==> config.mk <==
export PLATFORM = sky130hd
export DESIGN_NAME = swm_ctrl
export DESIGN_NICKNAME = d
export VERILOG_FILES = /design/src/sv/swm_pkg.sv /design/src/sv/swm_ctrl.sv
export SDC_FILE = /design/constraint.sdc
export NUM_CORES = 1
export LEC_CHECK = 0
export ABC_CLOCK_PERIOD_IN_PS = 6200
export BUFFER_PORTS_ARGS = -buffer_cell sky130_fd_sc_hd__buf_2
export CORE_AREA = 5 5 42 44
export CTS_CLUSTER_DIAMETER = 50
export DETAILED_ROUTE_END_ITERATION = 10
export DIE_AREA = 0 0 47 49
export GPL_TIMING_DRIVEN = 1
export PLACE_DENSITY = 0.7
export SLEW_MARGIN = 20
export SYNTH_ARGS = -nofsm -noshare
export SYNTH_HDL_FRONTEND = slang
export SYNTH_SLANG_ARGS = --single-unit
==> constraint.sdc <==
create_clock -name clk -period 6.2 [get_ports clk]
set_clock_uncertainty 0.2 [all_clocks]
set_input_delay 1.24 -clock clk [delete_from_list [all_inputs] [get_ports clk]]
set_output_delay 1.24 -clock clk [all_outputs]
set_load 0.03 [all_outputs]
==> src/sv/swm_pkg.sv <==
// swm_pkg: shared widths, codes, states and control bundles of the sliding
// window median rate block
// no dependencies
package swm_pkg;

  localparam int RATE_W    = 57;
  localparam int FEE_W     = 47;
  localparam int SIZE_W    = 24;
  localparam int FILL_W    = 10;
  localparam int CFG_IDX_W = 8;
  localparam int DIV_STEPS = 57;
  localparam int STEP_W    = 6;

  localparam logic [CFG_IDX_W-1:0] REG_FALLBACK = 8'd0;
  localparam logic [CFG_IDX_W-1:0] REG_FLOOR    = 8'd1;

  localparam logic [RATE_W-1:0] FALLBACK_RESET = 57'd10000;
  localparam logic [RATE_W-1:0] FLOOR_RESET    = 57'd1000;

  typedef enum logic [7:0] {
    S_IDLE = 8'b0000_0001,
    S_MUL  = 8'b0000_0010,
    S_DIV  = 8'b0000_0100,
    S_RING = 8'b0000_1000,
    S_RD   = 8'b0001_0000,
    S_CMP  = 8'b0010_0000,
    S_TAIL = 8'b0100_0000,
    S_DONE = 8'b1000_0000
  } state_t;

  typedef struct packed {
    logic load;
    logic mul;
    logic div_step;
    logic ring;
    logic rd;
    logic cmp;
    logic tail;
    logic finish;
  } cmd_t;

  typedef struct packed {
    logic zero_size;
    logic div_last;
    logic pass_end;
  } stat_t;

  typedef struct packed {
    logic              accepted;
    logic [RATE_W-1:0] obs_rate;
    logic [RATE_W-1:0] estimate;
    logic              used_fallback;
    logic [FILL_W-1:0] fill_level;
  } result_t;

endpackage

==> src/sv/swm_ctrl.sv <==
// swm_ctrl: sequencer of the median block, one item at a time
// depends on swm_pkg
module swm_ctrl (
  input  logic           clk,
  input  logic           rst_n,
  input  logic           in_valid,
  input  logic           out_busy,
  input  swm_pkg::stat_t stat,
  output logic           in_ready,
  output swm_pkg::cmd_t  cmd
);
  import swm_pkg::*;

  state_t state_r, state_nxt;

  always_ff @(posedge clk) begin
    if (!rst_n) begin
      state_r <= S_IDLE;
    end else begin
      state_r <= state_nxt;
    end
  end

  always_comb begin
    state_nxt = state_r;
    cmd       = '0;
    in_ready  = 1'b0;
    unique case (state_r)
      S_IDLE: begin
        in_ready = 1'b1;
        if (in_valid) begin
          cmd.load  = 1'b1;
          state_nxt = S_MUL;
        end
      end
      S_MUL: begin
        cmd.mul   = 1'b1;
        state_nxt = stat.zero_size ? S_RING : S_DIV;
      end
      S_DIV: begin
        cmd.div_step = 1'b1;
        if (stat.div_last) begin
          state_nxt = S_RING;
        end
      end
      S_RING: begin
        cmd.ring  = 1'b1;
        state_nxt = S_RD;
      end
      S_RD: begin
        if (stat.pass_end) begin
          state_nxt = S_TAIL;
        end else begin
          cmd.rd    = 1'b1;
          state_nxt = S_CMP;
        end
      end
      S_CMP: begin
        cmd.cmp   = 1'b1;
        state_nxt = S_RD;
      end
      S_TAIL: begin
        cmd.tail  = 1'b1;
        state_nxt = S_DONE;
      end
      S_DONE: begin
        if (!out_busy) begin
          cmd.finish = 1'b1;
          state_nxt  = S_IDLE;
        end
      end
      default: begin
        state_nxt = S_IDLE;
      end
    endcase
  end

endmodule

==> out/qor.txt, run 1 <==
Outcome -> completed
Drt total wl -> 1130 um
Fraction of the mapped netlist area in compound gates -> 13.3%
First-pass GRT wire length -> 1840 um
Clk root buf -> clkbuf_4
Netlist Area Pre-Place -> 462 um^2
Largest family of logic cells by synthesized area -> simple AND/OR/NAND/NOR gates
Dpl cell area -> 553 um^2
Setup TNS -> 0 ns
Synth Net Count -> 63
Routability Congestion -> 0.807
Post-DRT Antenna Nets -> 0
Fraction of layout cells with a size suffix above 1 -> 30.1%
Total of warnings raised by yosys -> 0
H-tree depth -> 1
DPL Wire Length -> 900 um
Tot GR Track Use -> 10.9%
Fraction of synthesized cell area in xor and xnor cells -> 3.79%
LEAKAGE -> 0.272 nW
GRT overflow -> 0
Biggest register -> state_r
Post-Syn Instances -> 56
Initial core utilization -> 32.9%
Slew Limit Fails -> 0
Final Cycle Share -> 57.9%
Area growth syn-to-layout -> 24.7%
FP Rows -> 14
Post-route setup slack -> 2.61 ns
Adder-cell share of the synthesized area -> 0%
Final instance area -> 576 um^2
Post-synth ARST share -> 0%
Fmax -> 279 MHz
CTS tree -> yes
Post-synthesis simple-gate area fraction -> 43.6%
DRC Markers -> 0
CTS buffer count -> 3
Max-cap violation count -> 0
EDFF count, synth -> 0
Die width -> 47 um
PnR Total Power -> 120 uW
Sequential-to-total area share from yosys stat -> 34.7%
Min cycle time layout -> 3.59 ns
Io pins -> 16
WL per Instance -> 12.7 um
Hold buffers post-CTS -> 0
Arr. time, crit path -> 2.15 ns
Via density -> 5.51
Worst Setup End Kind -> primary output
Final net count -> 82
PortBufs -> 15
Largest register FFs -> 8
Cell variety after synth -> 27
Die Area -> 0.00230 mm^2
Postcts setup bufs -> 0
CP Launch Type -> flop
Final setup fails -> 0
CP Class -> reg -> out
Vias in the first global route -> 439
Pwr dens -> 208 mW/mm^2
TritonRoute pass-1 iters -> 4
Longest Clk Path Bufs -> 2
RSZ-0062 raised after global routing -> no
Fill cells -> 154
Largest net degree at the start of global routing -> 9
Diode count -> 0
Worst-Skew Late Latency -> 0.26 ns
Clock Sinks -> 8
Initial DRC count -> 9
Die H -> 49 um
Worst Path Max Fanout -> 7
Fin Hold WS -> 0.401 ns
Worst-margin pin slew -> 0.418 ns
Largest registers -> state_r (8)
Mux share of post-synthesis cell area -> 2.17%
Place WS -> 2.89 ns
Antenna violations before repair -> 0
Slew margin rel. -> 71.9%
Worst hold path class -> reg -> reg
Data required, critical path -> 4.76 ns
Average size of a mapped cell -> 8.24 um^2
Synth Register Bits -> 8
Number of instances resized during post-cts repair -> 0
Top_reg_cell synth -> dfxtp_1
Core ar. -> 0.00140 mm^2
Final hold violation count -> 0
Maximum vdd ir drop -> 95.7 uV
Clock transition at the registers of the reported paths -> 0.06 ns
Vias post-DR -> 490
==> worst paths after layout <==
path	slack (ns)	start	depth (start not counted)	endpoint
max reg2reg	4.17	state_r[1]	4	state_r[5]
min	0.40	state_r[2]	1	state_r[4]
min reg2reg	0.40	state_r[2]	1	state_r[4]
max	2.61	state_r[1]	5	cmd[3]
==> cells by family (layout without fill, tap and decap cells) <==
| group | count (synthesis) | count (layout) |
|---|---|---|
| AND/OR/NAND/NOR | 33 | 33 |
| AO/OA/AOI/OAI | 9 | 9 |
| flip-flops | 8 | 8 |
| buffers and inverters | 3 | 20 |
| XOR/XNOR | 2 | 2 |
| multiplexers | 1 | 1 |
==> synthesized netlist by cell type, drive strengths merged (2+ instances only) <==
cell	instances	share of area, %
nor4b	3	5.7
nand2	5	4.1
nor3	3	4.3
nand2b	2	2.7
and2	3	4.1
xor2	2	3.8
nor2	6	4.9
inv	2	1.6
a21oi	2	2.2
or3	2	2.7
o21ai	3	3.3
dfxtp	8	35
nand3b	2	3.3
==> worst max-delay path, stage by stage (launching register included) <==
cell and delay, ns:
dfxtp_1 0.36, or3_1 0.40, or4_1 0.44, or3b_4 0.41, nor2_1 0.09, buf_2 0.20
==> layer usage <==
metal	global-route usage [%]	share of wire [%]	vias to the layer above	wire length, um
li1	-	-	241	-
met1	13.7	44	222	497
met2	15.8	46	21	527
met3	2.58	6.9	6	78
met4	6.91	2.7	0	31
met5	0	0	-	0
==> metrics by stage <==
step / util, % / cells
after global routing: 41.1 / 89
final: 41.1 / 89
after floorplan: - / 56
after global placement: 39.5 / 86
after CTS: 41.1 / 89
after detailed placement: 39.5 / 86
==> final cells by class <==
class / count / area, um^2 / share of cell area, %
Clock buffer: 3 / 22.5 / 3.91
Sequential cell: 8 / 160 / 27.8
Inverter: 2 / 7.51 / 1.30
Timing Repair Buffer: 15 / 75.1 / 13.0
Multi-Input combinational cell: 45 / 290 / 50.4
Tap cell: 16 / 20.0 / 3.48
==> power by group <==
group          internal, mW  switching [mW]  total (mW)
clock network        0.0222          0.0182      0.0403
logic               0.00885          0.0150      0.0238
registers            0.0531         0.00237      0.0554
==> layout by cell type, fill, tap and decap left out, types with 2 or more instances in the layout <==
cell / Yosys / layout
buf_2: 0 / 15
nand2b_1: 2 / 2
nand3b_1: 2 / 2
and2_1: 3 / 3
xor2_1: 2 / 2
or3_1: 2 / 2
o21ai_0: 3 / 3
dfxtp_1: 8 / 8
a21oi_1: 2 / 2
inv_1: 2 / 2
clkbuf_4: 0 / 3
nor2_1: 6 / 6
nor3_1: 2 / 2
nor4b_1: 3 / 3
nand2_1: 5 / 5
Note: power is estimated with default switching activity, not from simulation.
==> run 2: changes to the inputs <==
--- a/config.mk
+++ b/config.mk
@@ -5,7 +5,7 @@
 export SDC_FILE = /design/constraint.sdc
 export NUM_CORES = 1
 export LEC_CHECK = 0
-export ABC_CLOCK_PERIOD_IN_PS = 6200
+export ABC_CLOCK_PERIOD_IN_PS = 3500
 export BUFFER_PORTS_ARGS = -buffer_cell sky130_fd_sc_hd__buf_2
 export CORE_AREA = 5 5 42 44
 export CTS_CLUSTER_DIAMETER = 50
==> constraint.sdc (replaced) <==
create_clock -name clk -period 3.5 [get_ports clk]
set_clock_uncertainty 0.2 [all_clocks]
set_input_delay 0.7 -clock clk [delete_from_list [all_inputs] [get_ports clk]]
set_output_delay 0.7 -clock clk [all_outputs]
set_load 0.03 [all_outputs]
==> out/qor.txt, run 2 (synthesized netlist as in run 1, its figures left out) <==
Worst r2r path cells -> 4 (unchanged)
Io pins -> 16 (unchanged)
TritonRoute pass-1 iters -> 4 (unchanged)
Clock transition at the registers of the reported paths -> 0.06 ns (about the same)
Initial core utilization -> 32.9% (unchanged)
Setup TNS -> 0 ns (unchanged)
DRC Markers -> 0 (unchanged)
PnR Total Power -> 211 uW (+76%)
Worst Setup End Kind -> primary output
Worst-Skew Late Latency -> 0.25 ns (about the same)
Setup crit end -> cmd[3]
Critical R2R Capture -> state_r[5]
Die H -> 49 um (unchanged)
Slew margin rel. -> 73.1% (+1.3 points)
WL per Instance -> 13.0 um (+1.9%)
Min cycle time layout -> 3.02 ns
CP Class -> reg -> out
Biggest register -> state_r
Clock Sinks -> 8 (unchanged)
Met1 Use GR -> 13.7% (unchanged)
Longest Clk Path Bufs -> 2 (unchanged)
Placed cells -> 86 (unchanged)
Routability Congestion -> 0.770 (-4.7%)
CTS buffer count -> 3 (unchanged)
Fill cells -> 148 (-3.9%)
Via density -> 5.48 (-0.41%)
Vias post-DR -> 488 (-0.41%)
Area growth syn-to-layout -> 24.7% (unchanged)
Vias in the first global route -> 451 (+2.7%)
Hold buffers post-CTS -> 0 (unchanged)
Final hold violation count -> 0 (unchanged)
Most used routing layer -> met2
PortBufs -> 15 (unchanged)
Pwr dens -> 366 mW/mm^2 (+76%)
Worst Path Max Fanout -> 7 (unchanged)
Arr. time, crit path -> 2.12 ns (-0.03 ns)
Diode count -> 0 (unchanged)
Worst-margin pin slew -> 0.399 ns (-0.0186 ns)
Final Cycle Share -> 86.4%
Critical R2R Launch -> state_r[1]
Die width -> 47 um (unchanged)
Most frequent cells in the layout -> buf_2, dfxtp_1, nor2_1
Largest register FFs -> 8 (unchanged)
CP Launch Type -> flop
Final setup fails -> 0 (unchanged)
Met2 usage in global routing -> 17.9% (+2.0 points)
Most common cell after layout, fill and taps aside -> buf_2
GRT overflow -> 0 (unchanged)
Die Area -> 0.00230 mm^2 (unchanged)
Drt total wl -> 1160 um (+1.9%)
Antenna violations before repair -> 0 (unchanged)
Core ar. -> 0.00140 mm^2 (unchanged)
Fmax -> 331 MHz
Post-DRT Antenna Nets -> 0 (unchanged)
FP Rows -> 14 (unchanged)
Postcts setup bufs -> 0 (unchanged)
Met3 usage -> 4.43% (+1.8 points)
Outcome -> completed
Worst hold path class -> reg -> reg
Number of instances resized during post-cts repair -> 0 (unchanged)
H-tree depth -> 1 (unchanged)
Tot GR Track Use -> 11.0% (+0.14 points)
Slew Limit Fails -> 0 (unchanged)
Fraction of layout cells with a size suffix above 1 -> 30.1% (unchanged)
Data required, critical path -> 2.60 ns (-2.16 ns)
Max-cap violation count -> 0 (unchanged)
CTS tree -> yes
RSZ-0062 raised after global routing -> no
First-pass GRT wire length -> 1920 um (+4.5%)
Largest net degree at the start of global routing -> 9 (unchanged)
Initial DRC count -> 9 (unchanged)
R2R Setup Slk -> 1.49 ns (-2.68 ns)
Critical path launch point -> state_r[1]
LEAKAGE -> 0.272 nW (unchanged)
DPL Wire Length -> 922 um (+2.4%)
Final net count -> 82 (unchanged)
Maximum vdd ir drop -> 209 uV (+120%)
Clk root buf -> clkbuf_4
Post-Layout Cell Count -> 89 (unchanged)
Largest registers -> state_r (8)
-- run 2: cell counts in the layout (fill, tap and decap cells not counted) --
No cell type changed its count.
-- run 2: cell type report --
| cell class | count | area (um^2) | area share [%] |
|---|---|---|---|
| Multi-Input combinational cell | 45 | 290 | 50.4 |
| Sequential cell | 8 | 160 | 27.8 |
| Timing Repair Buffer | 15 | 75.1 | 13.0 |
| Clock buffer | 3 | 22.5 | 3.91 |
| Tap cell | 16 | 20.0 | 3.48 |
| Inverter | 2 | 7.51 | 1.30 |
-- run 2: report_power, final --
part | total (mW) | internal [mW] | switching, mW
clock network | 0.0704 | 0.0392 | 0.0312
registers | 0.0981 | 0.0939 | 0.00411
logic | 0.0423 | 0.0157 | 0.0266
-- run 2: critical path, cell delays in order (launching register included) --
cell and delay, ns:
dfxtp_1 0.35, or3_1 0.39, or4_1 0.43, or3b_4 0.41, nor2_1 0.09, buf_2 0.20
-- run 2: worst min path at each step --
stage                     startpoint    endpoint  slack (ns)  cells after the start
after floorplan           state_r[7]  state_r[4]        0.42                      3
after global placement    state_r[2]  state_r[4]        0.40                      1
after detailed placement  state_r[2]  state_r[4]        0.40                      1
after CTS                 state_r[2]  state_r[4]        0.41                      1
after global routing      state_r[2]  state_r[4]        0.43                      1
final                     state_r[2]  state_r[4]        0.41                      1
-- run 2: routing by layer --
layer  part of all wire (%)  vias to the layer above
met5                      0                        -
met2                     50                       18
met1                     41                      227
li1                       -                      241
met3                    8.3                        2
met4                   0.87                        0
-- run 2: stage by stage --
step                setup WS (ns)  hold WS [ns]  utilization [%]  instance area [um^2]
floorplan                   0.574         0.421                -                   462
global placement            0.775         0.397             39.5                   553
detailed placement          0.743         0.398             39.5                   553
CTS                         0.474         0.406             41.1                   576
global route                0.377         0.431             41.1                   576
finish                      0.476         0.406             41.1                   576
